<file path="src/sv/vbrs_pkg.sv">
// Types and constants shared by the variable-block ring store modules.
package vbrs_pkg;

	localparam int POS_W  = 11;
	localparam int LEN_W  = 10;
	localparam int DATA_W = 8;
	localparam int MODE_W = 3;

	// Every block starts with a two-byte little-endian length header.
	localparam logic [POS_W-1:0] HDR_BYTES = 11'd2;

	// Value of the ring_size register after reset.
	localparam logic [POS_W-1:0] RING_SIZE_RST = 11'd1024;

	// Register index of ring_size on the configuration port.
	localparam logic REG_RING_SIZE = 1'b0;

	// Item operation codes.
	localparam logic [MODE_W-1:0] MODE_RESERVE = 3'd0;
	localparam logic [MODE_W-1:0] MODE_WRITE   = 3'd1;
	localparam logic [MODE_W-1:0] MODE_PEEK    = 3'd2;
	localparam logic [MODE_W-1:0] MODE_READ    = 3'd3;
	localparam logic [MODE_W-1:0] MODE_FREE    = 3'd4;

	typedef enum logic [2:0] {
		ST_IDLE,
		ST_EXEC,
		ST_HDR_HI,
		ST_HEAD,
		ST_DATA,
		ST_PUSH
	} state_t;

	typedef struct packed {
		logic [MODE_W-1:0] mode;
		logic [LEN_W-1:0]  block_len;
		logic [LEN_W-1:0]  byte_offset;
		logic [DATA_W-1:0] byte_in;
	} item_t;

	typedef struct packed {
		logic              ok;
		logic [LEN_W-1:0]  block_start;
		logic [LEN_W-1:0]  head_len;
		logic [DATA_W-1:0] byte_out;
		logic [POS_W-1:0]  free_bytes;
	} result_t;

	typedef struct packed {
		logic             wr;
		logic [POS_W-1:0] ring_size;
	} cfg_wr_t;

endpackage

</file>
<file path="src/sv/vbrs_ctrl.sv">
// Sequencer that keeps the ring pointers and drives the byte memory.
module vbrs_ctrl #(
	parameter int MEM_BYTES = 1024,
	localparam int AW = $clog2(MEM_BYTES)
) (
	input  logic                        clk,
	input  logic                        arst_n,
	input  vbrs_pkg::cfg_wr_t           cfg,
	input  logic                        req_valid,
	output logic                        req_stall,
	input  vbrs_pkg::item_t             item,
	input  logic                        out_free,
	output logic                        done,
	output vbrs_pkg::result_t           res,
	output logic                        mem_we,
	output logic [AW-1:0]               mem_waddr,
	output logic [vbrs_pkg::DATA_W-1:0] mem_wdata,
	output logic [AW-1:0]               mem_raddr_a,
	output logic [AW-1:0]               mem_raddr_b,
	input  logic [vbrs_pkg::DATA_W-1:0] mem_rdata_a,
	input  logic [vbrs_pkg::DATA_W-1:0] mem_rdata_b
);

	localparam int PW = vbrs_pkg::POS_W;
	localparam int XW = (AW + 1 > 13) ? AW + 1 : 13;
	localparam int CAP_I = (MEM_BYTES > 2047) ? 2047 : MEM_BYTES;
	localparam logic [PW-1:0] MEM_CAP = PW'(CAP_I);

	function automatic logic [PW-1:0] eff_size(input logic [PW-1:0] v);
		return (v > MEM_CAP) ? MEM_CAP : v;
	endfunction

	// Addresses stay below the ring size in use; the fold only guards the wrap.
	function automatic logic [AW-1:0] mem_addr(input logic [PW:0] a);
		logic [XW-1:0] x;
		x = XW'(a);
		if (x >= XW'(MEM_BYTES)) begin
			x = x - XW'(MEM_BYTES);
		end
		return x[AW-1:0];
	endfunction

	vbrs_pkg::state_t  state_q, state_d;
	vbrs_pkg::item_t   item_q;
	vbrs_pkg::result_t hold_q, res_d;

	logic [PW-1:0] wp_q, wp_d, rp_q, rp_d, wrap_q, wrap_d;
	logic [PW-1:0] free_q, free_d, size_q, oblk_q, oblk_d;
	logic [vbrs_pkg::LEN_W-1:0] olen_q, olen_d;
	logic fin;

	logic [PW-1:0] tot, start, rp_fw, np_fw;
	logic [PW:0]   end_sum, np;
	logic [vbrs_pkg::LEN_W-1:0] hlen;
	logic fits_free, fits_end, fits_wrap, empty, wrap_hit, np_hit;

	assign tot       = PW'(item_q.block_len) + vbrs_pkg::HDR_BYTES;
	assign end_sum   = {1'b0, wp_q} + {1'b0, tot};
	assign fits_free = (tot <= free_q);
	assign fits_end  = (end_sum <= {1'b0, size_q});
	assign fits_wrap = (tot <= rp_q);
	assign start     = fits_end ? wp_q : '0;
	assign empty     = (free_q == size_q);
	assign wrap_hit  = (rp_q == wrap_q) && (wrap_q != '0);
	assign rp_fw     = wrap_hit ? '0 : rp_q;
	assign hlen      = {mem_rdata_b[1:0], mem_rdata_a};
	assign np        = {1'b0, rp_q} + (PW + 1)'(hlen) + {1'b0, vbrs_pkg::HDR_BYTES};
	assign np_hit    = (np == {1'b0, wrap_q}) && (wrap_q != '0);
	assign np_fw     = np_hit ? '0 : np[PW-1:0];

	assign req_stall = (state_q != vbrs_pkg::ST_IDLE);

	always_comb begin
		state_d     = state_q;
		wp_d        = wp_q;
		rp_d        = rp_q;
		wrap_d      = wrap_q;
		free_d      = free_q;
		oblk_d      = oblk_q;
		olen_d      = olen_q;
		fin         = 1'b0;
		res_d       = '0;
		mem_we      = 1'b0;
		mem_waddr   = mem_addr({1'b0, oblk_q});
		mem_wdata   = item_q.byte_in;
		mem_raddr_a = mem_addr({1'b0, rp_fw});
		mem_raddr_b = mem_addr({1'b0, rp_fw} + (PW + 1)'(1));
		unique case (state_q)
			vbrs_pkg::ST_IDLE: begin
				if (req_valid) begin
					state_d = vbrs_pkg::ST_EXEC;
				end
			end
			vbrs_pkg::ST_EXEC: begin
				unique case (item_q.mode)
					vbrs_pkg::MODE_RESERVE: begin
						if (fits_free && (fits_end || fits_wrap)) begin
							if (fits_end) begin
								wp_d   = end_sum[PW-1:0];
								free_d = free_q - tot;
							end else begin
								wrap_d = wp_q;
								wp_d   = tot;
								free_d = rp_q - tot;
							end
							oblk_d    = start;
							olen_d    = item_q.block_len;
							mem_we    = 1'b1;
							mem_waddr = mem_addr({1'b0, start});
							mem_wdata = item_q.block_len[7:0];
							state_d   = vbrs_pkg::ST_HDR_HI;
						end else begin
							fin = 1'b1;
						end
					end
					vbrs_pkg::MODE_WRITE: begin
						if (item_q.byte_offset < olen_q) begin
							mem_we    = 1'b1;
							mem_waddr = mem_addr({1'b0, oblk_q} + {1'b0, vbrs_pkg::HDR_BYTES}
								+ (PW + 1)'(item_q.byte_offset));
							res_d.ok          = 1'b1;
							res_d.block_start = oblk_q[vbrs_pkg::LEN_W-1:0];
						end
						fin = 1'b1;
					end
					vbrs_pkg::MODE_PEEK, vbrs_pkg::MODE_READ, vbrs_pkg::MODE_FREE: begin
						if (empty) begin
							fin = 1'b1;
						end else begin
							rp_d = rp_fw;
							if (wrap_hit) begin
								wrap_d = '0;
							end
							state_d = vbrs_pkg::ST_HEAD;
						end
					end
					default: begin
						fin = 1'b1;
					end
				endcase
			end
			vbrs_pkg::ST_HDR_HI: begin
				mem_we            = 1'b1;
				mem_waddr         = mem_addr({1'b0, oblk_q} + (PW + 1)'(1));
				mem_wdata         = vbrs_pkg::DATA_W'(olen_q[vbrs_pkg::LEN_W-1:8]);
				res_d.ok          = 1'b1;
				res_d.block_start = oblk_q[vbrs_pkg::LEN_W-1:0];
				fin               = 1'b1;
			end
			vbrs_pkg::ST_HEAD: begin
				unique case (item_q.mode)
					vbrs_pkg::MODE_PEEK: begin
						res_d.ok          = 1'b1;
						res_d.block_start = rp_q[vbrs_pkg::LEN_W-1:0];
						res_d.head_len    = hlen;
						fin               = 1'b1;
					end
					vbrs_pkg::MODE_READ: begin
						if (item_q.byte_offset < hlen) begin
							mem_raddr_a = mem_addr({1'b0, rp_q} + {1'b0, vbrs_pkg::HDR_BYTES}
								+ (PW + 1)'(item_q.byte_offset));
							state_d = vbrs_pkg::ST_DATA;
						end else begin
							fin = 1'b1;
						end
					end
					default: begin
						res_d.ok          = 1'b1;
						res_d.block_start = rp_q[vbrs_pkg::LEN_W-1:0];
						if (np_fw == wp_q) begin
							rp_d   = '0;
							wp_d   = '0;
							wrap_d = '0;
							free_d = size_q;
							oblk_d = '0;
							olen_d = '0;
						end else begin
							rp_d = np_fw;
							if (np_hit) begin
								wrap_d = '0;
							end
							if (np_fw < wp_q) begin
								free_d = size_q - wp_q + np_fw;
							end else begin
								free_d = np_fw - wp_q;
							end
						end
						fin = 1'b1;
					end
				endcase
			end
			vbrs_pkg::ST_DATA: begin
				res_d.ok          = 1'b1;
				res_d.block_start = rp_q[vbrs_pkg::LEN_W-1:0];
				res_d.byte_out    = mem_rdata_a;
				fin               = 1'b1;
			end
			vbrs_pkg::ST_PUSH: begin
				if (out_free) begin
					state_d = vbrs_pkg::ST_IDLE;
				end
			end
			default: begin
				state_d = vbrs_pkg::ST_IDLE;
			end
		endcase
		if (fin) begin
			state_d = out_free ? vbrs_pkg::ST_IDLE : vbrs_pkg::ST_PUSH;
		end
		res_d.free_bytes = free_d;
	end

	assign done = out_free && (fin || (state_q == vbrs_pkg::ST_PUSH));
	assign res  = (state_q == vbrs_pkg::ST_PUSH) ? hold_q : res_d;

	always_ff @(posedge clk or negedge arst_n) begin
		if (!arst_n) begin
			state_q <= vbrs_pkg::ST_IDLE;
		end else begin
			state_q <= state_d;
		end
	end

	always_ff @(posedge clk or negedge arst_n) begin
		if (!arst_n) begin
			wp_q   <= '0;
			rp_q   <= '0;
			wrap_q <= '0;
			free_q <= eff_size(vbrs_pkg::RING_SIZE_RST);
			size_q <= eff_size(vbrs_pkg::RING_SIZE_RST);
			oblk_q <= '0;
			olen_q <= '0;
		end else if (cfg.wr) begin
			wp_q   <= '0;
			rp_q   <= '0;
			wrap_q <= '0;
			free_q <= eff_size(cfg.ring_size);
			size_q <= eff_size(cfg.ring_size);
			oblk_q <= '0;
			olen_q <= '0;
		end else begin
			wp_q   <= wp_d;
			rp_q   <= rp_d;
			wrap_q <= wrap_d;
			free_q <= free_d;
			oblk_q <= oblk_d;
			olen_q <= olen_d;
		end
	end

	always_ff @(posedge clk) begin
		if ((state_q == vbrs_pkg::ST_IDLE) && req_valid) begin
			item_q <= item;
		end
		if (fin && !out_free) begin
			hold_q <= res_d;
		end
	end

endmodule

</file>
<file path="config.mk">
export PLATFORM = sky130hd
export DESIGN_NAME = vbrs_ctrl
export DESIGN_NICKNAME = d
export VERILOG_FILES = /design/src/sv/vbrs_pkg.sv /design/src/sv/vbrs_ctrl.sv
export SDC_FILE = /design/constraint.sdc
export NUM_CORES = 1
export LEC_CHECK = 0
export BUFFER_PORTS_ARGS = -buffer_cell sky130_fd_sc_hd__buf_2
export CORE_MARGIN = 5
export CORE_UTILIZATION = 28
export DETAILED_ROUTE_END_ITERATION = 10
export GPL_TIMING_DRIVEN = 1
export PLACE_DENSITY = 0.44
export SYNTH_ARGS = -nofsm -noshare
export SYNTH_HDL_FRONTEND = slang
export SYNTH_SLANG_ARGS = --single-unit
</file>
<file path="constraint.sdc">
create_clock -name clk -period 12 [get_ports clk]
set_input_delay 0.6 -clock clk [delete_from_list [all_inputs] [get_ports clk]]
set_output_delay 0.6 -clock clk [all_outputs]
set_load 0.01 [all_outputs]
</file>
==> impl_metrics.json, run 1 <==
{
  "status": "complete, no violations",
  "io_buffers": 137,
  "coreArea_um2": 46500,
  "syn_inst": 1479,
  "reg2reg_slack_ns": 4.40,
  "final_hold_viol_count": 0,
  "drt_wl_total_mm": 49.5,
  "cp_slowest_cell": "a31oi_2",
  "ys_types": 81,
  "clock_latency_ns": 0.47,
  "critPathCaptureType": "primary output",
  "stdcell_count": 2220,
  "via_per_inst": 5.23,
  "cts_hold_repair.buffers": 0,
  "finalSetupTns_ns": 0,
  "grt_max_degree": 63,
  "clk_pin_slew_ns": 0.07,
  "synth-edff-count": 71,
  "ys_async_sr_fraction_pct": 52.3,
  "cp-start-kind": "flip-flop",
  "grt.overflow.total": 0,
  "peakVddDrop_mv": 0.125,
  "power_leakage_uw": 0.00699,
  "dp.cells": 2188,
  "grt_pass1_vias": 11600,
  "cts_root_buf": "clkbuf_16",
  "r2r_end": "free_q[8]",
  "yosysWarnings": 0,
  "worstMarginPinSlew_ns": 1.24,
  "synth.top_cell.area_share_pct": 16.2,
  "ys_top_cells_by_area": "edfxtp_1 (16%), dfrtp_1 (14%), ha_1 (13%), xnor2_1 (4.4%), nand2_1 (4.4%)",
  "io_pins": 144,
  "cts_num_sinks": 149,
  "firstDrtPassIters": 6,
  "h-tree-depth": 4,
  "layout-drive-gt1-share_pct": 15.1,
  "drt_iter0_drc": 942,
  "drtAntennaViolNets": 0,
  "grt_setup_unrepaired": "no",
  "reg2reg_depth": 24,
  "fin_crit_sh_pct": 72.7,
  "worstHoldPathType": "input port to async pin",
  "layout.nets": 1820,
  "antennaDiodeCount": 0,
  "setup_viol": 0,
  "cts_tree": "yes",
  "design_area_um2": 15100,
  "die_y_um": 227,
  "clockBufferDepth": 2,
  "maxSlewViolCount": 0,
  "cp.arrival_ns": 8.13,
  "synth_area_per_cell_um2": 8.89,
  "place_congestion": 0.871,
  "place_area_um2": 14600,
  "numCtsBuffers": 17,
  "dr_total_vias": 11600,
  "syn2layout_area_growth_pct": 15.0,
  "cts_resized": 0,
  "slew_headroom_pct": 17.5,
  "wl_per_cell_um": 22.3,
  "required_ns": 11.40,
  "worstSetupPathType": "flip-flop to primary output",
  "cap_violations": 0,
  "start_util_pct": 28.3,
  "core.rowCount": 79,
  "grt.total_usage_pct": 19.4,
  "synth_area_um2": 13200,
  "synth-seq-area-share_pct": 31.1,
  "syn-num-nets": 1699,
  "fmax_ghz": 0.115,
  "die_x_um": 227,
  "r2r-start": "rp_q[1]",
  "post_cts_buffers": 0,
  "p_total_uw": 3720,
  "p_per_area_nw_per_um2": 246,
  "yosys_register_bits": 149,
  "critPathMostFrequentCell": "inv_1",
  "cp_max_fo": 12,
  "die-area_um2": 51400,
  "period_needed_ns": 8.73,
  "antenna_found_initial": 1,
  "yosysTopAreaCell": "edfxtp_1",
  "synth_ff_type": "dfrtp_1",
  "dp_hpwl_mm": 38.0,
  "grt_pass1_wl_mm": 74.0,
  "skew_ns": 0.0205,
  "cp_slowest_stage_delay_ns": 0.81,
  "drc": 0,
  "finish.utilization_pct": 32.6
}
==> layout by cell type, fill, tap and decap left out, types with 66 or more instances in the layout <==
master	instances
xnor2_1	66
o21ai_0	81
edfxtp_1	71
a21oi_1	67
inv_1	127
nor2_1	104
nand2_1	153
dfrtp_1	76
ha_1	140
buf_2	136
==> area by class of cell <==
| type | instances | area (um2) |
|---|---|---|
| Inverter | 128 | 480 |
| Sequential cell | 149 | 4090 |
| Clock buffer | 18 | 429 |
| Tap cell | 607 | 759 |
| Fill cell | 4924 | 31300 |
| Timing Repair Buffer | 159 | 853 |
| Clock inverter | 14 | 118 |
| Multi-Input combinational cell | 1145 | 8400 |
==> flip-flops by register name, indices dropped and copies added, names as in the netlist <==
name	count
item_q	31
rp_q	11
wrap_q	11
state_q	3
oblk_q	10
free_q	11
olen_q	10
wp_q	11
hold_q	40
size_q	11
==> routing by layer <==
layer	part of all wire (%)	global-route usage, %	wire length [um]
met1	46	27.2	22900
met2	46	31.0	23000
met3	5.7	3.56	2810
met4	1.6	4.60	807
met5	0.040	0	20
==> through the flow <==
stage	hold WS [ns]	worst slack, ns
after floorplan	0.304	5.47
after global placement	0.466	3.79
after detailed placement	0.471	3.75
after CTS	0.0363	3.22
after global routing	0.0676	2.65
final	0.0485	3.27
==> power by group <==
group          total [uW]  internal (uW)  switching [uW]
Combinational        2340            912            1420
Sequential            848            686             161
Clock                 536            271             265
Total                3720           1870            1850
==> cells by family (layout without fill, tap and decap cells) <==
family                   after synthesis  after routing  synth area share, %
AND/OR/NAND/NOR                      449            449                 16.1
buffers and inverters                185            319                 5.54
adder cells (fa/ha/maj)              157            157                 15.9
XOR/XNOR                             112            112                 7.78
flip-flops                           149            149                 31.1
AO/OA/AOI/OAI                        384            384                 20.1
multiplexers                          43             43                 3.49
==> worst max path at each step <==
| stage | startpoint | end | slack (ns) |
|---|---|---|---|
| 4_1_cts | rp_q[1] | res[8] | 3.22 |
| 5_1_grt | rp_q[1] | res[8] | 2.65 |
| 6_report | rp_q[1] | res[8] | 3.27 |
| 2_1_floorplan | mem_rdata_a[1] | res[6] | 5.47 |
| 3_5_place_dp | mem_rdata_a[1] | res[8] | 3.75 |
| 3_3_place_gp | mem_rdata_a[1] | res[8] | 3.79 |
==> worst max-delay path, delay by kind of cell, from the launching register on <==
kind / cells / cell delay (ns)
AOI/OAI and AO/OA: 7 / 2.64
xor gates and xnor gates: 2 / 0.41
adders and majority gates: 4 / 1.26
buffers and inverters: 5 / 0.59
DFF: 1 / 0.57
muxes: 2 / 0.66
and+or+nand+nor: 5 / 1.52
==> synthesized netlist by cell type, types with 37 or more instances <==
library cell,number
ha_1,140
xnor2_1,66
o21ai_0,81
dfrtp_1,76
nand3_1,46
edfxtp_1,71
xor2_1,43
nand2_1,153
a22o_1,37
inv_1,127
clkbuf_1,37
nor2_1,107
a21o_1,41
a21oi_1,68
Note: power is estimated with default switching activity, not from simulation.
==> run 2, diff against run 1 <==
==> constraint.sdc (replaced) <==
create_clock -name clk -period 8.5 [get_ports clk]
set_input_delay 0.425 -clock clk [delete_from_list [all_inputs] [get_ports clk]]
set_output_delay 0.425 -clock clk [all_outputs]
set_load 0.01 [all_outputs]
==> run 2 against run 1 <==
- clock skew fell by 0.0019 ns
- clock power rose by 40%
- utilization rose by 0.094 points
- first-iteration DRC count fell by 13%
- routed wire length rose by 1.4%
==> impl_metrics.json, run 2 (same netlist as run 1, synthesis figures left out) <==
{
  "drc": 0,
  "start_util_pct": 28.3,
  "reg2reg_slack_ns": 1.60,
  "largest_reg_flops": 40,
  "die_x_um": 227,
  "firstDrtPassIters": 5,
  "grt_setup_unrepaired": "no",
  "drt_wl_total_mm": 50.2,
  "cp-start-kind": "flip-flop",
  "fmax_ghz": 0.127,
  "antennaDiodeCount": 0,
  "critPathMostFrequentCell": "inv_1",
  "status": "complete, no violations",
  "fin_crit_sh_pct": 92.6,
  "clk_pin_slew_ns": 0.08,
  "grt_max_degree": 57,
  "final_cell_mix": "nand2_1 (153), ha_1 (140), buf_2 (136)",
  "cp_max_fo": 12,
  "reg2reg_depth": 25,
  "required_ns": 8.08,
  "drt_iter0_drc": 823,
  "io_pins": 144,
  "cts_tree": "yes",
  "cap_violations": 0,
  "worstHoldPathType": "input port to flip-flop",
  "cts_root_buf": "clkbuf_16",
  "final_hold_viol_count": 0,
  "r2r_end": "free_q[6]",
  "io_buffers": 137,
  "place_congestion": 0.876,
  "worstMarginPinSlew_ns": 1.22,
  "whs_ns": 0.0985,
  "wl_per_cell_um": 22.6,
  "regArea_um2": 4090,
  "via_per_inst": 5.32,
  "power_leakage_uw": 0.00703,
  "whs_endpoint": "item_q[2]",
  "r2r-start": "rp_q[1]",
  "h-tree-depth": 4,
  "multi_input_area_um2": 8400,
  "cts_num_sinks": 149,
  "setup_viol": 0,
  "cp_slowest_cell": "or4_1",
  "grt.total_usage_pct": 19.5,
  "grt_pass1_vias": 11600,
  "p_per_area_nw_per_um2": 347,
  "clock_latency_ns": 0.50,
  "syn2layout_area_growth_pct": 15.3,
  "grt_pass1_wl_mm": 73.8,
  "finalSetupTns_ns": 0,
  "setup_ws_ns": 0.627,
  "numCtsBuffers": 17,
  "layout-drive-gt1-share_pct": 15.3,
  "slew_headroom_pct": 18.4,
  "final_common_cell": "nand2_1",
  "critPathCaptureType": "primary output",
  "skew_ns": 0.0186,
  "drtAntennaViolNets": 0,
  "layout.nets": 1825,
  "grt.overflow.total": 0,
  "regMostFlops": "hold_q",
  "fillers": 4892,
  "holdPathStages": 1,
  "crit_buf_inv": 6,
  "cp.arrival_ns": 7.45,
  "dp_hpwl_mm": 38.6,
  "place_ws_ns": 0.955,
  "clockBufferDepth": 2,
  "cpLargestDelayFamily": "compound AO/OA/AOI/OAI gates",
  "dr_total_vias": 11800,
  "period_needed_ns": 7.87,
  "largest_registers": "hold_q x40, item_q x31",
  "cp_slowest_stage_delay_ns": 0.55,
  "die-area_um2": 51400,
  "post_cts_buffers": 0,
  "worstSetupPathType": "flip-flop to primary output",
  "peakVddDrop_mv": 0.190,
  "coreArea_um2": 46500,
  "core.rowCount": 79,
  "die_y_um": 227,
  "min_from": "item[2]",
  "antenna_found_initial": 1,
  "maxSlewViolCount": 0
}
==> run 2: changes by cell type in the layout (fill, tap and decap cells not counted), moves of 2 or more <==
cell / previous run / this run
clkinv_4: 0 / 2
clkinvlp_4: 2 / 0
clkinv_2: 1 / 3
buf_4: 23 / 27
==> run 2: metrics by stage <==
step | power, uW | cells | utilization [%] | area, um2
3_3_place_gp | 4470 | 2192 | 31.4 | 14600
6_report | 5260 | 2225 | 32.6 | 15200
2_1_floorplan | 3440 | 1479 | - | 13200
4_1_cts | 5300 | 2225 | 32.6 | 15200
5_1_grt | 5690 | 2225 | 32.6 | 15200
3_5_place_dp | 4510 | 2192 | 31.4 | 14600
==> run 2: area by class of cell <==
| class | count | share of cell area, % |
|---|---|---|
| Inverter | 128 | 3.17 |
| Sequential cell | 149 | 26.9 |
| Tap cell | 607 | 5.01 |
| Timing Repair Buffer | 164 | 5.89 |
| Clock inverter | 15 | 0.825 |
| Multi-Input combinational cell | 1145 | 55.4 |
| Clock buffer | 17 | 2.81 |
==> run 2: how the worst max path moves through the flow <==
stage	start	to	slack, ns	cells past startpoint
CTS	rp_q[1]	res[0]	0.51	26
detailed placement	mem_rdata_a[1]	res[0]	0.96	27
global route	rp_q[1]	res[8]	0.11	26
global placement	mem_rdata_a[1]	res[0]	1.09	27
floorplan	rp_q[1]	res[6]	2.27	26
finish	rp_q[1]	res[6]	0.63	26
==> run 2: layer usage <==
metal | vias up | part of all wire, % | track usage [%]
li1 | 5611 | - | -
met1 | 5816 | 46 | 26.3
met2 | 339 | 46 | 31.2
met3 | 76 | 5.5 | 3.75
met4 | 2 | 2.7 | 6.87
met5 | - | 0.040 | 0
==> run 2: power by group <==
| group | total (uW) | internal [uW] | switching (uW) |
|---|---|---|---|
| sequential | 1210 | 969 | 244 |
| clock | 751 | 381 | 371 |
| combinational | 3300 | 1290 | 2010 |
| total | 5260 | 2640 | 2620 |
==> run 2: timing repair <==
item,in CTS,in global routing
setup endpoints to repair,0,1
hold buffers,1,0
gates resized for setup,0,1
hold endpoints to repair,22,0
==> run 3, diff against run 2 <==
--- a/config.mk
+++ b/config.mk
@@ -8,8 +8,10 @@
 export BUFFER_PORTS_ARGS = -buffer_cell sky130_fd_sc_hd__buf_2
 export CORE_MARGIN = 5
 export CORE_UTILIZATION = 28
+export CTS_BUF_LIST = sky130_fd_sc_hd__clkbuf_4 sky130_fd_sc_hd__clkbuf_8
 export DETAILED_ROUTE_END_ITERATION = 10
 export GPL_TIMING_DRIVEN = 1
+export HOLD_SLACK_MARGIN = 0.1
 export PLACE_DENSITY = 0.44
 export SYNTH_ARGS = -nofsm -noshare
 export SYNTH_HDL_FRONTEND = slang
==> run 3 against run 2 <==
- first-iteration DRC count grew 8.0%
- sequential share of layout area shrank 0.41 points
- flip-flop and latch count is the same
- combinational power is essentially flat
- register-to-register slack is essentially flat
- utilization grew 0.50 points
- critical endpoint unchanged
==> impl_metrics.json, run 3 (same netlist as run 1, synthesis figures left out) <==
{
  "reg2reg_slack_ns": 1.61,
  "die_x_um": 227,
  "setup_ws_ns": 0.567,
  "fin_crit_sh_pct": 93.3,
  "slew_headroom_pct": 20.6,
  "cp.arrival_ns": 7.51,
  "cp_slowest_cell": "or4_1",
  "crit_buf_inv": 6,
  "drtAntennaViolNets": 0,
  "cap_violations": 0,
  "place_area_um2": 14600,
  "core.rowCount": 79,
  "clkPwrFrac_pct": 10.9,
  "regMostFlops": "hold_q",
  "maxSlewViolCount": 0,
  "worstMarginPinSlew_ns": 1.19,
  "cp_max_fo": 12,
  "p_int_uw": 2480,
  "finalSetupTns_ns": 0,
  "clockBufferDepth": 2,
  "grt_use_met2_pct": 31.6,
  "dp_hpwl_mm": 38.6,
  "worstHoldPathType": "input port to flip-flop",
  "p_total_uw": 5080,
  "place_ws_ns": 0.955,
  "place_congestion": 0.876,
  "io_buffers": 137,
  "final_cell_mix": "nand2_1 (153), ha_1 (140), buf_2 (136)",
  "peakVddDrop_mv": 0.198,
  "p_comb_share_pct": 65.2,
  "cp-start-kind": "flip-flop",
  "final_common_cell": "nand2_1",
  "critPathMostFrequentCell": "inv_1",
  "layout-drive-gt1-share_pct": 14.9,
  "numCtsBuffers": 17,
  "fmax_ghz": 0.126,
  "dr_total_vias": 12000,
  "die-area_um2": 51400,
  "final_hold_viol_count": 0,
  "use_met1_pct": 26.5,
  "h-tree-depth": 4,
  "grt_pass1_wl_mm": 74.2,
  "io_pins": 144,
  "cts_num_sinks": 149,
  "grt.overflow.total": 0,
  "p_per_area_nw_per_um2": 330,
  "via_per_inst": 5.28,
  "firstDrtPassIters": 5,
  "busiest_layer": "met2",
  "cts_root_buf": "clkbuf_8",
  "cpLargestDelayFamily": "compound AO/OA/AOI/OAI gates",
  "start_util_pct": 28.3,
  "required_ns": 8.08,
  "switching_share_pct": 51.2,
  "seqPwrFrac_pct": 23.9,
  "cts_tree": "yes",
  "clk_pin_slew_ns": 0.10,
  "power_leakage_uw": 0.00712,
  "design_area_um2": 15400,
  "largest_registers": "hold_q x40, item_q x31",
  "cp_slowest_stage_delay_ns": 0.54,
  "skew_ns": 0.0324,
  "met3_usage_pct": 3.43,
  "wl_per_cell_um": 22.2,
  "worstSetupPathType": "flip-flop to primary output",
  "coreArea_um2": 46500,
  "period_needed_ns": 7.93,
  "p_switching_uw": 2600,
  "drt_iter0_drc": 889,
  "status": "complete, no violations",
  "grt_max_degree": 57,
  "largest_reg_flops": 40,
  "post_cts_buffers": 0,
  "critPathCaptureType": "primary output",
  "clock_latency_ns": 0.56,
  "setup_viol": 0,
  "drt_wl_total_mm": 50.4,
  "layout.nets": 1867,
  "grt_pass1_vias": 11700,
  "antenna_found_initial": 0,
  "grt_setup_unrepaired": "no",
  "grt.total_usage_pct": 19.5,
  "syn2layout_area_growth_pct": 17.1,
  "die_y_um": 227,
  "drc": 0
}
run 3: cell types whose count changed in the layout (fill, tap and decap cells not counted), sizes merged:
cell,before,now
diode,0,1
dlygate4sd3,1,43
run 3: final timing paths:
check                      depth (start not counted)          to       from
setup / recovery                                  26      res[6]    rp_q[1]
hold / removal                                     2  state_q[2]   out_free
setup reg to reg                                  25   free_q[6]    rp_q[1]
hold reg to reg                                    2   olen_q[4]  olen_q[4]
max in group asynchronous                          3   olen_q[6]     arst_n
min in group asynchronous                          2     rp_q[7]     arst_n
run 3: timing repair:
item,in CTS,in global routing
endpoints found under the setup margin,0,1
gates resized for setup,0,1
endpoints found under the hold margin,73,0
hold buffers,43,0
run 3: metal layers:
layer  wire length (um)  vias up
li1                   -     5700
met1              23200     5852
met2              23500      357
met3               2470       75
met4               1290        0
met5                  0        -
run 3: final cells by class:
type                            count  area [um2]
Multi-Input combinational cell   1145        8400
Tap cell                          607         759
Antenna cell                        1        2.50
Sequential cell                   149        4090
Clock inverter                     15         125
Timing Repair Buffer              206        1310
Inverter                          128         480
Fill cell                        4872       31100
Clock buffer                       17         234
run 3: power groups by stage:
stage          sequential (uW)  clock [uW]  combinational (uW)
4_1_cts                   1210         585                3320
3_3_place_gp              1220           0                3250
3_5_place_dp              1230           0                3280
6_report                  1210         553                3310
5_1_grt                   1230         612                3660
2_1_floorplan             1110           0                2330
run 3: worst register-to-register path, delay by kind of cell (launching register included):
family,cells,cell delay (ns)
AOI/OAI and AO/OA,8,2.26
and+or+nand+nor,5,1.51
adders and majority gates,4,1.20
buffers and inverters,5,0.66
xor gates and xnor gates,2,0.41
DFF,1,0.40
muxes,1,0.35
run 3: stage by stage:
stage / hold slack, ns / cells / utilization (%)
2_1_floorplan: 0.129 / 1479 / -
3_3_place_gp: 0.374 / 2192 / 31.4
3_5_place_dp: 0.380 / 2192 / 31.4
4_1_cts: 0.113 / 2267 / 33.1
5_1_grt: 0.139 / 2267 / 33.1
6_report: 0.186 / 2268 / 33.1
